==> config.mk <==
export PLATFORM = sky130hd
export DESIGN_NAME = line_sensor_steering_unit
export DESIGN_NICKNAME = d
export VERILOG_FILES = /design/src/rtl/core/lss_pkg.sv /design/src/rtl/core/line_sensor_steering_unit.sv /design/src/rtl/core/lss_lane.sv /design/src/rtl/core/lss_merge.sv /design/src/rtl/core/lss_cfg_regs.sv
export SDC_FILE = /design/constraint.sdc
export NUM_CORES = 2
export LEC_CHECK = 0
export ABC_AREA = 0
export BUFFER_PORTS_ARGS = -buffer_cell sky130_fd_sc_hd__buf_2
export CORE_AREA = 2 2 269 271
export CTS_CLUSTER_DIAMETER = 150
export DETAILED_ROUTE_END_ITERATION = 12
export DIE_AREA = 0 0 271 273
export GPL_TIMING_DRIVEN = 1
export PLACE_DENSITY = 0.73
export SETUP_SLACK_MARGIN = 0.3
export SLEW_MARGIN = 5
export SYNTH_ARGS = -nofsm -noshare
export SYNTH_HDL_FRONTEND = slang
export SYNTH_SLANG_ARGS = --single-unit
==> constraint.sdc <==
create_clock -name clk -period 7.95 [get_ports clk]
set_input_delay 2.385 -clock clk [delete_from_list [all_inputs] [get_ports clk]]
set_output_delay 2.385 -clock clk [all_outputs]
set_load 0.01 [all_outputs]
==> src/rtl/core/lss_pkg.sv <==
// ----------------------------------------------------------------------------
// lss_pkg
// Shared types, constants and small tables of the line sensor steering unit.
// ----------------------------------------------------------------------------
package lss_pkg;

    // Sensor channels in use; the sensor field carries at most eight
    localparam int LSS_NUM_CH = 8;
    localparam int LSS_LANES  = (LSS_NUM_CH > 8) ? 8 : LSS_NUM_CH;

    // Configuration port
    localparam int LSS_ADDR_W = 4;
    localparam int LSS_DATA_W = 32;

    // Register reset values
    localparam logic [8:0]  ALPHA_RST     = 9'd179;
    localparam logic [15:0] GAIN_RST      = 16'd256;
    localparam logic [14:0] SLOW_THR_RST  = 15'd45;
    localparam logic [8:0]  SLOW_FAC_RST  = 9'd51;

    // Q1.8 unity for alpha and slow factor
    localparam logic [8:0]  Q8_ONE        = 9'd256;

    // Bound of the smoothed centroid (10.0 in Q.8)
    localparam int CENT_BOUND = 2560;

    // Per-lane result
    typedef struct packed {
        logic signed [4:0] weight;   // channel weight, zero when dark
        logic              lit;      // channel sees the line
        logic              start;    // lit with the channel below dark
    } lss_lane_t;

    // Configuration register set
    typedef struct packed {
        logic [8:0]  filter_alpha;
        logic [15:0] turn_gain;
        logic [14:0] slow_threshold;
        logic [8:0]  slow_factor;
    } lss_cfg_t;

    // Channel weights, +10 at channel 0 down to -10 at channel 7
    function automatic logic signed [4:0] chan_weight(input logic [2:0] chan);
        logic signed [4:0] w;
        case (chan)
            3'd0:    w = 5'sd10;
            3'd1:    w = 5'sd7;
            3'd2:    w = 5'sd4;
            3'd3:    w = 5'sd1;
            3'd4:    w = -5'sd1;
            3'd5:    w = -5'sd4;
            3'd6:    w = -5'sd7;
            3'd7:    w = -5'sd10;
            default: w = 5'sd0;
        endcase
        return w;
    endfunction

    // ceil(2^17 / count); numerators below 8192 divide exactly with it
    function automatic logic [17:0] recip(input logic [3:0] cnt);
        logic [17:0] r;
        case (cnt)
            4'd1:    r = 18'd131072;
            4'd2:    r = 18'd65536;
            4'd3:    r = 18'd43691;
            4'd4:    r = 18'd32768;
            4'd5:    r = 18'd26215;
            4'd6:    r = 18'd21846;
            4'd7:    r = 18'd18725;
            4'd8:    r = 18'd16384;
            default: r = 18'd0;
        endcase
        return r;
    endfunction

endpackage

==> src/rtl/core/line_sensor_steering_unit.sv <==
// ----------------------------------------------------------------------------
// line_sensor_steering_unit
// Line follower steering: lane-parallel weighted centroid, smoothing filter,
// done detection and forward drive commands.
// ----------------------------------------------------------------------------
// Input stream (s_*): one beat per sample. s_tuser is the command (0 trace
// sample, 1 stop). s_tdata carries line_sensors, speed, the target heading and
// the measured heading.
// Output stream (m_*): exactly one beat per input beat, in order. m_tuser holds
// done_res, drive_valid and clear_integrators; m_tdata holds velocity and
// turn_rate.
// Steps: a sample passes the lanes and merge on accept, then the reciprocal
// multiply for the divide by lit count, the filter multiply, and the
// turn-rate multiply which loads the output register. One sample is in
// flight at a time, so a new sample is not accepted until the last one has
// loaded the output register; s_tready is high while the sequencer is free.
// The output register decouples the sides: a new sample is accepted while a
// result waits; if m_tready stays low the next result holds in the last step
// and s_tready stays low.
// Reset: configuration returns to defaults, mode goes idle, the smoothed
// centroid clears, both streams are empty. Users write configuration over the
// APB port only while the unit is idle, unchecked here; pready is tied high.
// ----------------------------------------------------------------------------
module line_sensor_steering_unit (
    input  logic                              clk,
    input  logic                              rst_n,
    // config port
    input  logic                              psel,
    input  logic                              penable,
    input  logic                              pwrite,
    input  logic [lss_pkg::LSS_ADDR_W-1:0]    paddr,
    input  logic [lss_pkg::LSS_DATA_W-1:0]    pwdata,
    output logic [lss_pkg::LSS_DATA_W-1:0]    prdata,
    output logic                              pready,
    // sample input
    input  logic                              s_tvalid,
    output logic                              s_tready,
    input  logic [55:0]                       s_tdata,  // line_sensors, speed, tgt_heading, cur_heading
    input  logic                              s_tuser,  // cmd
    // drive output
    output logic                              m_tvalid,
    input  logic                              m_tready,
    output logic [39:0]                       m_tdata,  // velocity, turn_rate
    output logic [2:0]                        m_tuser   // done_res, drive_valid, clear_integrators
);

    localparam logic [1:0] ST_IDLE = 2'd0;
    localparam logic [1:0] ST_DIV  = 2'd1;
    localparam logic [1:0] ST_FILT = 2'd2;
    localparam logic [1:0] ST_TURN = 2'd3;

    localparam int L = lss_pkg::LSS_LANES;

    lss_pkg::lss_cfg_t  cfg;
    lss_pkg::lss_lane_t lane_res [L];

    logic [L-1:0]      lit_vec;
    logic [L-1:0]      prev_vec;
    logic signed [5:0] m_sum;
    logic [3:0]        m_cnt;
    logic              m_done;

    logic [1:0]        state_reg, state_next;
    logic              cmd_reg;
    logic signed [5:0] sum_reg;
    logic [3:0]        cnt_reg;
    logic              done_reg;
    logic              slow_reg;
    logic signed [15:0] speed_reg;
    logic [30:0]       quot_prod_reg;
    logic signed [15:0] vel_reg;
    logic signed [12:0] smoothed_reg, smoothed_next;
    logic              mode_reg, mode_next;
    logic              m_tvalid_reg, m_tvalid_next;
    logic [39:0]       m_tdata_reg, m_tdata_next;
    logic [2:0]        m_tuser_reg, m_tuser_next;

    logic              accept;
    logic              out_free;

    // ------------------------------------------------------------------ config
    lss_cfg_regs u_cfg_regs (
        .clk     (clk),
        .rst_n   (rst_n),
        .psel    (psel),
        .penable (penable),
        .pwrite  (pwrite),
        .paddr   (paddr),
        .pwdata  (pwdata),
        .prdata  (prdata),
        .cfg     (cfg)
    );

    assign pready = 1'b1;

    // ------------------------------------------------------------------ lanes
    assign lit_vec  = s_tdata[L-1:0];
    assign prev_vec = {lit_vec[L-2:0], 1'b0};

    for (genvar g = 0; g < L; g++)
    begin : g_lane
        lss_lane u_lane (
            .lit      (lit_vec[g]),
            .prev_lit (prev_vec[g]),
            .chan     (3'(g)),
            .res      (lane_res[g])
        );
    end

    lss_merge u_merge (
        .lane_res (lane_res),
        .sum      (m_sum),
        .cnt      (m_cnt),
        .done     (m_done)
    );

    // ------------------------------------------------------------------ accept
    logic signed [16:0] rot_err;
    logic [16:0]        rot_err_abs;
    logic               slow_in;

    assign accept      = s_tvalid & s_tready;
    assign s_tready    = (state_reg == ST_IDLE);
    assign rot_err     = {s_tdata[39], s_tdata[39:24]} - {s_tdata[55], s_tdata[55:40]};
    assign rot_err_abs = rot_err[16] ? 17'(-rot_err) : rot_err;
    assign slow_in     = rot_err_abs < {2'b0, cfg.slow_threshold};

    // ------------------------------------------------------------------ divide step
    logic [4:0]         mag;
    logic [12:0]        numer;
    logic [30:0]        quot_prod_next;
    logic [8:0]         slow_fac;
    logic signed [25:0] spd_ext, fac_ext, vel_prod, vel_bias, vel_shift;
    logic signed [15:0] vel_next;

    // round(|S|*256 / C) via reciprocal multiply
    assign mag            = sum_reg[5] ? 5'(-sum_reg) : sum_reg[4:0];
    assign numer          = {mag, 8'b0} + {10'b0, cnt_reg[3:1]};
    assign quot_prod_next = {18'b0, numer} * {13'b0, lss_pkg::recip(cnt_reg)};

    // speed scaled near the target, truncated toward zero
    assign slow_fac  = (cfg.slow_factor > lss_pkg::Q8_ONE) ? lss_pkg::Q8_ONE : cfg.slow_factor;
    assign spd_ext   = {{10{speed_reg[15]}}, speed_reg};
    assign fac_ext   = {17'b0, slow_fac};
    assign vel_prod  = spd_ext * fac_ext;
    assign vel_bias  = vel_prod[25] ? vel_prod + 26'sd255 : vel_prod;
    assign vel_shift = vel_bias >>> 8;
    assign vel_next  = slow_reg ? vel_shift[15:0] : speed_reg;

    // ------------------------------------------------------------------ filter step
    logic [12:0]        quot;
    logic signed [13:0] raw;
    logic signed [14:0] diff;
    logic [8:0]         alpha;
    logic signed [24:0] diff_ext, alpha_ext, filt_prod;
    logic signed [25:0] filt_acc, filt_shift;

    // new = old + alpha*(raw - old), rounded to nearest by floor(+128)
    assign quot       = quot_prod_reg[29:17];
    assign raw        = sum_reg[5] ? -$signed({1'b0, quot}) : $signed({1'b0, quot});
    assign diff       = {raw[13], raw} - {{2{smoothed_reg[12]}}, smoothed_reg};
    assign alpha      = (cfg.filter_alpha > lss_pkg::Q8_ONE) ? lss_pkg::Q8_ONE
                                                             : cfg.filter_alpha;
    assign diff_ext   = {{10{diff[14]}}, diff};
    assign alpha_ext  = {16'b0, alpha};
    assign filt_prod  = diff_ext * alpha_ext;
    assign filt_acc   = {{5{smoothed_reg[12]}}, smoothed_reg, 8'b0}
                      + {filt_prod[24], filt_prod} + 26'sd128;
    assign filt_shift = filt_acc >>> 8;

    // ------------------------------------------------------------------ turn step
    logic signed [29:0] sm_ext, gain_ext, turn_prod, turn_shift;
    logic [23:0]        turn_rate;

    // centroid*gain/256 stays well inside 24 bits, no clipping needed
    assign sm_ext     = {{17{smoothed_reg[12]}}, smoothed_reg};
    assign gain_ext   = {14'b0, cfg.turn_gain};
    assign turn_prod  = sm_ext * gain_ext;
    assign turn_shift = turn_prod >>> 8;
    assign turn_rate  = turn_shift[23:0];

    assign out_free = ~m_tvalid_reg | m_tready;

    // ------------------------------------------------------------------ sequencer
    always_comb
    begin
        state_next    = state_reg;
        smoothed_next = smoothed_reg;
        mode_next     = mode_reg;
        m_tvalid_next = m_tvalid_reg & ~m_tready;
        m_tdata_next  = m_tdata_reg;
        m_tuser_next  = m_tuser_reg;
        case (state_reg)
            ST_IDLE:
            begin
                if (accept)
                    state_next = ST_DIV;
            end
            ST_DIV:
            begin
                state_next = ST_FILT;
            end
            ST_FILT:
            begin
                if (!cmd_reg && cnt_reg != 4'd0)
                    smoothed_next = filt_shift[12:0];
                if (cmd_reg)
                    mode_next = 1'b0;
                else if (cnt_reg != 4'd0 && !done_reg)
                    mode_next = 1'b1;
                state_next = ST_TURN;
            end
            ST_TURN:
            begin
                if (out_free)
                begin
                    m_tvalid_next = 1'b1;
                    m_tdata_next  = '0;
                    if (cmd_reg)
                        m_tuser_next = 3'b110;
                    else if (done_reg)
                        m_tuser_next = 3'b001;
                    else if (!mode_reg)
                        m_tuser_next = 3'b110;
                    else
                    begin
                        m_tuser_next = 3'b010;
                        m_tdata_next = {turn_rate, vel_reg};
                    end
                    state_next = ST_IDLE;
                end
            end
            default:
            begin
                state_next = ST_IDLE;
            end
        endcase
    end

    // Control state
    always_ff @(posedge clk or negedge rst_n)
    begin
        if (!rst_n)
        begin
            state_reg    <= ST_IDLE;
            mode_reg     <= 1'b0;
            smoothed_reg <= 13'sd0;
            m_tvalid_reg <= 1'b0;
        end
        else
        begin
            state_reg    <= state_next;
            mode_reg     <= mode_next;
            smoothed_reg <= smoothed_next;
            m_tvalid_reg <= m_tvalid_next;
        end
    end

    // Payload registers
    always_ff @(posedge clk)
    begin
        if (accept)
        begin
            cmd_reg   <= s_tuser;
            sum_reg   <= m_sum;
            cnt_reg   <= m_cnt;
            done_reg  <= m_done;
            slow_reg  <= slow_in;
            speed_reg <= s_tdata[23:8];
        end
        if (state_reg == ST_DIV)
        begin
            quot_prod_reg <= quot_prod_next;
            vel_reg       <= vel_next;
        end
        m_tdata_reg <= m_tdata_next;
        m_tuser_reg <= m_tuser_next;
    end

    assign m_tvalid = m_tvalid_reg;
    assign m_tdata  = m_tdata_reg;
    assign m_tuser  = m_tuser_reg;

    // ------------------------------------------------------------------ checks
    a_accept_starts: assert property (@(posedge clk) disable iff (!rst_n)
        accept |=> state_reg == ST_DIV)
        else $error("accepted beat did not start the divide step");

    a_out_from_turn: assert property (@(posedge clk) disable iff (!rst_n)
        $rose(m_tvalid) |-> $past(state_reg) == ST_TURN)
        else $error("result beat loaded outside the turn step");

    a_done_no_drive: assert property (@(posedge clk) disable iff (!rst_n)
        m_tvalid |-> !(m_tuser[0] && m_tuser[1]))
        else $error("done and drive_valid both set");

    a_clear_zero: assert property (@(posedge clk) disable iff (!rst_n)
        (m_tvalid && m_tuser[2]) |-> m_tdata == 40'd0)
        else $error("integrator clear with non-zero drive");

    a_cent_bound: assert property (@(posedge clk) disable iff (!rst_n)
        (smoothed_reg <= 13'(lss_pkg::CENT_BOUND))
        && (smoothed_reg >= -13'(lss_pkg::CENT_BOUND)))
        else $error("smoothed centroid out of range");

endmodule

==> src/rtl/core/lss_lane.sv <==
// ----------------------------------------------------------------------------
// lss_lane
// One sensor channel: weight contribution and run start detection.
// ----------------------------------------------------------------------------
module lss_lane (
    input  logic                lit,
    input  logic                prev_lit,
    input  logic [2:0]          chan,
    output lss_pkg::lss_lane_t  res
);

    // Weight only counts for a lit channel; a run starts where the one below is dark
    always_comb
    begin
        res.weight = lit ? lss_pkg::chan_weight(chan) : 5'sd0;
        res.lit    = lit;
        res.start  = lit & ~prev_lit;
    end

endmodule

==> src/rtl/core/lss_merge.sv <==
// ----------------------------------------------------------------------------
// lss_merge
// Combines the lanes: weight sum, lit count and single-run detection.
// ----------------------------------------------------------------------------
module lss_merge (
    input  lss_pkg::lss_lane_t  lane_res [lss_pkg::LSS_LANES],
    output logic signed [5:0]   sum,
    output logic [3:0]          cnt,
    output logic                done
);

    logic [3:0] runs;

    // Sum over lanes
    always_comb
    begin
        sum  = 6'sd0;
        cnt  = 4'd0;
        runs = 4'd0;
        for (int i = 0; i < lss_pkg::LSS_LANES; i++)
        begin
            sum  = sum + {lane_res[i].weight[4], lane_res[i].weight};
            cnt  = cnt + {3'b0, lane_res[i].lit};
            runs = runs + {3'b0, lane_res[i].start};
        end
        // one run of three or more adjacent lit channels
        done = (runs == 4'd1) && (cnt >= 4'd3);
    end

endmodule

==> src/rtl/core/lss_cfg_regs.sv <==
// ----------------------------------------------------------------------------
// lss_cfg_regs
// APB register file holding the steering configuration.
// ----------------------------------------------------------------------------
module lss_cfg_regs (
    input  logic                              clk,
    input  logic                              rst_n,
    input  logic                              psel,
    input  logic                              penable,
    input  logic                              pwrite,
    input  logic [lss_pkg::LSS_ADDR_W-1:0]    paddr,
    input  logic [lss_pkg::LSS_DATA_W-1:0]    pwdata,
    output logic [lss_pkg::LSS_DATA_W-1:0]    prdata,
    output lss_pkg::lss_cfg_t                 cfg
);

    localparam logic [1:0] REG_FILTER_ALPHA   = 2'd0;
    localparam logic [1:0] REG_TURN_GAIN      = 2'd1;
    localparam logic [1:0] REG_SLOW_THRESHOLD = 2'd2;
    localparam logic [1:0] REG_SLOW_FACTOR    = 2'd3;

    lss_pkg::lss_cfg_t cfg_reg;
    logic              wr_en;
    logic [1:0]        reg_idx;

    assign wr_en   = psel & penable & pwrite;
    assign reg_idx = paddr[3:2];
    assign cfg     = cfg_reg;

    // Register writes in the access phase
    always_ff @(posedge clk or negedge rst_n)
    begin
        if (!rst_n)
        begin
            cfg_reg.filter_alpha   <= lss_pkg::ALPHA_RST;
            cfg_reg.turn_gain      <= lss_pkg::GAIN_RST;
            cfg_reg.slow_threshold <= lss_pkg::SLOW_THR_RST;
            cfg_reg.slow_factor    <= lss_pkg::SLOW_FAC_RST;
        end
        else if (wr_en)
        begin
            case (reg_idx)
                REG_FILTER_ALPHA:   cfg_reg.filter_alpha   <= pwdata[8:0];
                REG_TURN_GAIN:      cfg_reg.turn_gain      <= pwdata[15:0];
                REG_SLOW_THRESHOLD: cfg_reg.slow_threshold <= pwdata[14:0];
                REG_SLOW_FACTOR:    cfg_reg.slow_factor    <= pwdata[8:0];
                default:            ;
            endcase
        end
    end

    // Read-back
    always_comb
    begin
        case (reg_idx)
            REG_FILTER_ALPHA:   prdata = {23'b0, cfg_reg.filter_alpha};
            REG_TURN_GAIN:      prdata = {16'b0, cfg_reg.turn_gain};
            REG_SLOW_THRESHOLD: prdata = {17'b0, cfg_reg.slow_threshold};
            REG_SLOW_FACTOR:    prdata = {23'b0, cfg_reg.slow_factor};
            default:            prdata = '0;
        endcase
    end

endmodule

# Word level (Yosys, flattened, before mapping)
# Memory sizes are Yosys's and may differ from the RTL's. A register that Yosys moved wholly into a read port is not among the register bits.
# Cells that the tools add are included.
dict set report word_totals {
  regBits 182
  mem_bits_ro 608
  input_bits 100
  out_inout_bits 78
  word_cells 140
  memories 9
}
# memory depth width read_ports rd_clocked_by_memory_dff wr line
set mem_list {}
lappend mem_list {{(no name shown)} 16 18 1 1 0 lss_pkg.sv:62} ;# case (cnt)
lappend mem_list {{(no name shown)} 8 5 1 0 0 lss_pkg.sv:45} ;# case (chan)
lappend mem_list {{(no name shown)} 8 5 1 0 0 lss_pkg.sv:45}
lappend mem_list {{(no name shown)} 8 5 1 0 0 lss_pkg.sv:45}
lappend mem_list {{(no name shown)} 8 5 1 0 0 lss_pkg.sv:45}
lappend mem_list {{(no name shown)} 8 5 1 0 0 lss_pkg.sv:45}
lappend mem_list {{3 more memories} -- -- -- -- -- --}
dict set report classes {
  addsub 30
  n_mul 4
  order_cmp 4
  eq_ne 9
  mux 26
  bitwise_logic 22
  reduce_logical 18
}
# operator n
set ops {}
lappend ops {{$pmux W32 S4} 1}
lappend ops {{$add A4 B1 Y4} 12}
lappend ops {{$mux W5} 9}
lappend ops {{$add A6 B6 Y6} 6}
lappend ops {{$mul A13 B17 Y30} 1}
lappend ops {{$mul A13 B18 Y30} 1}
lappend ops {{$mul A16 B10 Y26} 1}
lappend ops {{$add A24 B9 Y24 const B} 1}
lappend ops {{$mux W24} 1}
lappend ops {{$add A21 B21 Y21} 1}
lappend ops {{$add A21 B8 Y21 const B} 1}
lappend ops {{$mul A15 B10 Y21} 1}
lappend ops {{$gt A9 B9 Y1 const B} 2}
lappend ops {{$mux W9} 2}
lappend ops {{$lt A17 B15 Y1} 1}
lappend ops {{$mux W17} 1}
lappend ops {{$neg A17 Y17} 1}
lappend ops {{$sub A16 B16 Y17} 1}
lappend ops {{$mux W16} 1}
lappend ops {{$reduce_and A2 Y1} 8}
lappend ops {{$sub A14 B13 Y15} 1}
lappend ops {{$mux W14} 1}
lappend ops {{$neg A13 Y14} 1}
lappend ops {{$add A13 B3 Y13} 1}
lappend ops {{23 further kinds} 56}

# Longest topological paths before layout
dict set report logic_depth {
  ltp_word 11
  mapped_depth 34
  mapped_depth_nobuf 34
}

# By module
# From an unflattened synthesis, not the netlist that was laid out.
dict set report unflattened {
  cells_unflattened 3612
  area_unflattened_um2 33527.2
}
# module instances cells_each area_per_inst_um2 seq_area_each_um2
set by_module_without_submodules {}
lappend by_module_without_submodules {line_sensor_steering_unit 1 3194 28848.9 3658.5}
lappend by_module_without_submodules {lss_cfg_regs 1 146 2334.7 1243.7}
lappend by_module_without_submodules {lss_merge 1 129 1263.7 0.0}
lappend by_module_without_submodules {{lss_lane (g_lane[0].u_lane ...)} 6 18 133.9 0.0}
lappend by_module_without_submodules {{lss_lane (g_lane[7].u_lane)} 1 18 142.6 0.0}
lappend by_module_without_submodules {{lss_lane (g_lane[3].u_lane)} 1 17 133.9 0.0}

# Worst setup path after synthesis
# OpenSTA, ideal clock, no wires.
dict set report synth_timing {
  path_type {register to register}
  from {register quot_prod_reg[21]}
  to {register smoothed_reg[12]}
  setup_ns 0.083
  arrival_time_ns 8.160
  t_required_ns 7.867
  path_slack_ns -0.292
  path_stages_with_launch 29
  path_buffers 0
  synth_period_minus_slack_ns 8.242
  cell_sequence {edfxtp_1 > or4_1 > or3_1 > or2_2 > o21ai_0 > xnor2_1 > ha_1 > nor3_1 > a2111oi_2 > o21a_1 > nor2_1 > xnor2_1 > nand2_1 > fa_1 > inv_1 > fa_1 > fa_1 > fa_1 > fa_1 > ha_1 > and3_1 > and3_1 > nor3_1 > o21bai_1 > a21o_1 > and4_1 > a2111oi_0 > xnor3_1 > o21ai_0}
}
dict set report synth_between {
  elab_chain_cells 6
}
# element line
set synth_lines {}
lappend synth_lines {{from (decl)} line_sensor_steering_unit.sv:70} ;# logic [30:0] quot_prod_reg;
lappend synth_lines {{from (signal assigned)} line_sensor_steering_unit.sv:273} ;# quot_prod_reg <= quot_prod_next;
lappend synth_lines {{$neg A13 Y14} line_sensor_steering_unit.sv:160} ;# assign raw = sum_reg[5] ? -$signed({1'b0, quot}) : $signed({1'b0, quot});
lappend synth_lines {{$mux W14 *} line_sensor_steering_unit.sv:160}
lappend synth_lines {{$sub A14 B13 Y15 *} line_sensor_steering_unit.sv:161} ;# assign diff = {raw[13], raw} - {{2{smoothed_reg[12]}}, smoothed_reg};
lappend synth_lines {{$mul A15 B10 Y21 *} line_sensor_steering_unit.sv:166} ;# assign filt_prod = diff_ext * alpha_ext;
lappend synth_lines {{$add A21 B21 Y21 *} line_sensor_steering_unit.sv:168} ;# + {filt_prod[24], filt_prod} + 26'sd128;
lappend synth_lines {{$add A21 B8 Y21 *} line_sensor_steering_unit.sv:168}
lappend synth_lines {{to (signal assigned)} line_sensor_steering_unit.sv:254} ;# smoothed_reg <= smoothed_next;
lappend synth_lines {{to (decl)} line_sensor_steering_unit.sv:72} ;# logic signed [12:0] smoothed_reg, smoothed_next;
# Every way passes the cells marked *; elsewhere a longest branch is shown, timed or not.
# A chain may end at the register's enable or synchronous reset.

# Worst setup path in the final report
dict set report layout_timing {
  from {register quot_prod_reg[20]}
  to {register smoothed_reg[12]}
}
# Same word-level chain as after synthesis.

==> impl_metrics.tcl <==
set metrics [dict create \
    ant_nets 0 \
    synth_top_cell_by_area "fa_1" \
    cts_buffer_depth 2 \
    cts_sinks 178 \
    hold_class "reg2reg" \
    synth_commonest_cells "inv_1, fa_1, nand2_1, ha_1, and2_1" \
    grt_pass1_wl_mm 122 \
    dr.pass1.iters 5 \
    via_count 23100 \
    rsz0062_at_grt "yes" \
    postRouteWirelength_mm 73.3 \
    crit_arrival_ns 8.14 \
    worstHoldStart "m_tvalid" \
    core_sq_um 71000 \
    cts_hold_buf 0 \
    crit_top_cell "fa_1" \
    cts_tree "done" \
    final_nets 4510 \
    r2r-start "quot_prod_reg[20]" \
    hold_viol_final 0 \
    die_h_microns 273 \
    crit_type "reg2reg" \
    die_w_microns 271 \
    pin_count 178 \
    worst_pin_slew_ns 1.07 \
    die-area_sq_um 74000 \
    rows 98 \
    status "completed" \
    synth-async-reset-ratio_pct 37.1 \
    via_per_inst 5.14 \
    finClkSkew_ns 0.0180 \
    crit_path_top_delay_cell "or4_4" \
    synth_ff_type "edfxtp_1" \
    antenna_found_initial 1 \
    max_stage_delay_ns 0.56 \
    crit_start "quot_prod_reg[20]" \
    drt_iter0_drc 1338 \
    n_fill_cell 6469 \
    grt_start_max_net_pins 67 \
    endpoint_kind "register" \
    dp_slack_ns -0.0845 \
    drc 0 \
    dp_hpwl_mm 59.8 \
    cts-htree-levels 4 \
    drv_slew 0 \
    ys_ff_latch 178 \
    initial_utilization_pct 44.6 \
    clk_latency_ns 0.51 \
    yosysSeqAreaShare_pct 15.5 \
    min_period_ns 7.71 \
    cp.required_ns 8.39 \
    synth_area_leaders "fa_1, ha_1, edfxtp_1" \
    cts_root_buf "clkbuf_16" \
    wl_per_cell_microns 16.3 \
    yosysMostFrequentCell "inv_1" \
    num_antenna_cells 0 \
    synth_top_area_share_pct 30.9 \
    max-cap-violations 0 \
    clkSlewWorstSetupHoldPaths_ns 0.08 \
    ys_warn_count 0 \
    syn_area_sq_um 31600 \
    syn_avg_cell_area_sq_um 9.33 \
    path_max_fanout 4 \
    grt_use_total_pct 20.6 \
    startpoint_type "register" \
    setup_slack_ns 0.243 \
    numCtsBuffers 17 \
    largest_register_ffs 49 \
    routabilityCongestion 0.895 \
    synth-edff-count 99 \
    portBuffers 142 \
    syn_inst 3390 \
    grt_overflow 0 \
    drive_above_1_share_pct 11.4 \
    finalSetupViolCount 0 \
    fmax_mhz 130 \
    max_slew_margin_pct 28.3 \
    grt_pass1_vias 24300 \
    area_growth_pct 9.83 \
    yosys.cell_types.count 79 \
    fin_crit_sh_pct 96.9 \
]
==> critical path: cells and delay by family, from the launching register on <==
| kind | cells | cell delay [ns] |
|---|---|---|
| adder cells (fa/ha/maj) | 7 | 2.95 |
| AND/OR/NAND/NOR | 8 | 2.05 |
| AO/OA/AOI/OAI | 9 | 1.48 |
| buffers and inverters | 5 | 0.43 |
| flip-flops | 1 | 0.39 |
| XOR/XNOR | 2 | 0.35 |
==> worst paths after layout <==
check / endpoint / slack, ns / cells after the start
hold reg to reg: m_tvalid / 0.53 / 2
setup reg to reg: smoothed_reg[12] / 0.24 / 31
max in group asynchronous: mode_reg / 5.24 / 1
hold / removal: m_tvalid / 0.53 / 2
min in group asynchronous: smoothed_reg[7] / 2.05 / 1
setup / recovery: smoothed_reg[12] / 0.24 / 31
==> layout by cell type, fill, tap and decap left out, types with 6 or more instances in the layout <==
cell type | Yosys | final
and2_1 | 219 | 218
a31oi_1 | 9 | 9
nand3_1 | 19 | 19
a21o_1 | 38 | 38
buf_2 | 1 | 141
a211oi_1 | 11 | 8
nor2b_1 | 45 | 44
and4_1 | 8 | 7
dfxtp_1 | 13 | 13
edfxtp_1 | 99 | 99
ha_1 | 382 | 376
o31a_1 | 6 | 6
nand2b_1 | 39 | 39
nor2_1 | 129 | 128
inv_1 | 723 | 719
xnor2_1 | 109 | 104
clkbuf_16 | 0 | 17
conb_1 | 2 | 17
o21a_1 | 24 | 24
xor2_1 | 37 | 36
nor4_1 | 6 | 6
o21bai_1 | 10 | 10
o211ai_1 | 8 | 8
buf_4 | 19 | 102
mux2_2 | 37 | 37
nor3_1 | 28 | 25
dfrtp_1 | 52 | 52
dfstp_2 | 14 | 14
o21ai_0 | 79 | 75
mux4_2 | 9 | 9
a22o_1 | 7 | 7
nand2_1 | 385 | 381
or3_1 | 11 | 9
or2_2 | 8 | 7
fa_1 | 489 | 489
a21oi_1 | 77 | 74
and3_1 | 24 | 22
o31ai_1 | 14 | 12
==> routing by layer <==
layer / vias to the layer above / wire length, microns / GRT usage [%]
met1: 11700 / 32900 / 27.8
met2: 510 / 35500 / 35.2
li1: 10900 / - / -
met5: - / 0 / 0
met3: 86 / 3500 / 2.58
met4: 0 / 1320 / 5.06
==> cells by family (layout without fill, tap and decap cells) <==
logic type               count (synthesis)  after routing  share of synthesized area [%]
AO/OA/AOI/OAI                          337            337                           7.02
AND/OR/NAND/NOR                        954            954                           14.9
XOR/XNOR                               147            147                           4.11
multiplexers                            49             49                           2.05
flip-flops                             178            178                           15.5
adder cells (fa/ha/maj)                871            871                           46.1
buffers and inverters                  852            999                           10.3
other                                    2             17                         0.0237
==> per-stage QoR <==
stage               utilization, %  hold slack [ns]  cell area [sq um]  TNS, ns  instances
finish                        48.9            0.530              34700        0       4502
global route                  48.9            0.548              34700   -0.290       4502
CTS                           48.7            0.524              34600        0       4493
detailed placement            47.5            0.511              33700  -0.0845       4452
global placement              47.5            0.508              33700        0       4452
floorplan                        -            0.479              31700        0       3405
==> what timing repair did <==
| action | in CTS | in global routing |
|---|---|---|
| pin swaps | 39 | 17 |
| gates resized for setup | 31 | 21 |
| buffers inserted | 9 | 9 |
| setup endpoints to repair | 3 | 13 |
==> layout make-up <==
type	instances	area (sq um)	share of cell area (%)
inverters	723	2710	7.81
flip-flops and latches	178	4900	14.1
repair buffers	244	1480	4.27
multi-input cells	2375	23800	68.6
well taps	950	1190	3.42
clock inverters	14	188	0.540
clock buffers	18	439	1.26
Power is not shown: default switching activity piles up to over one toggle a cycle in this logic, so the estimate is an artifact.
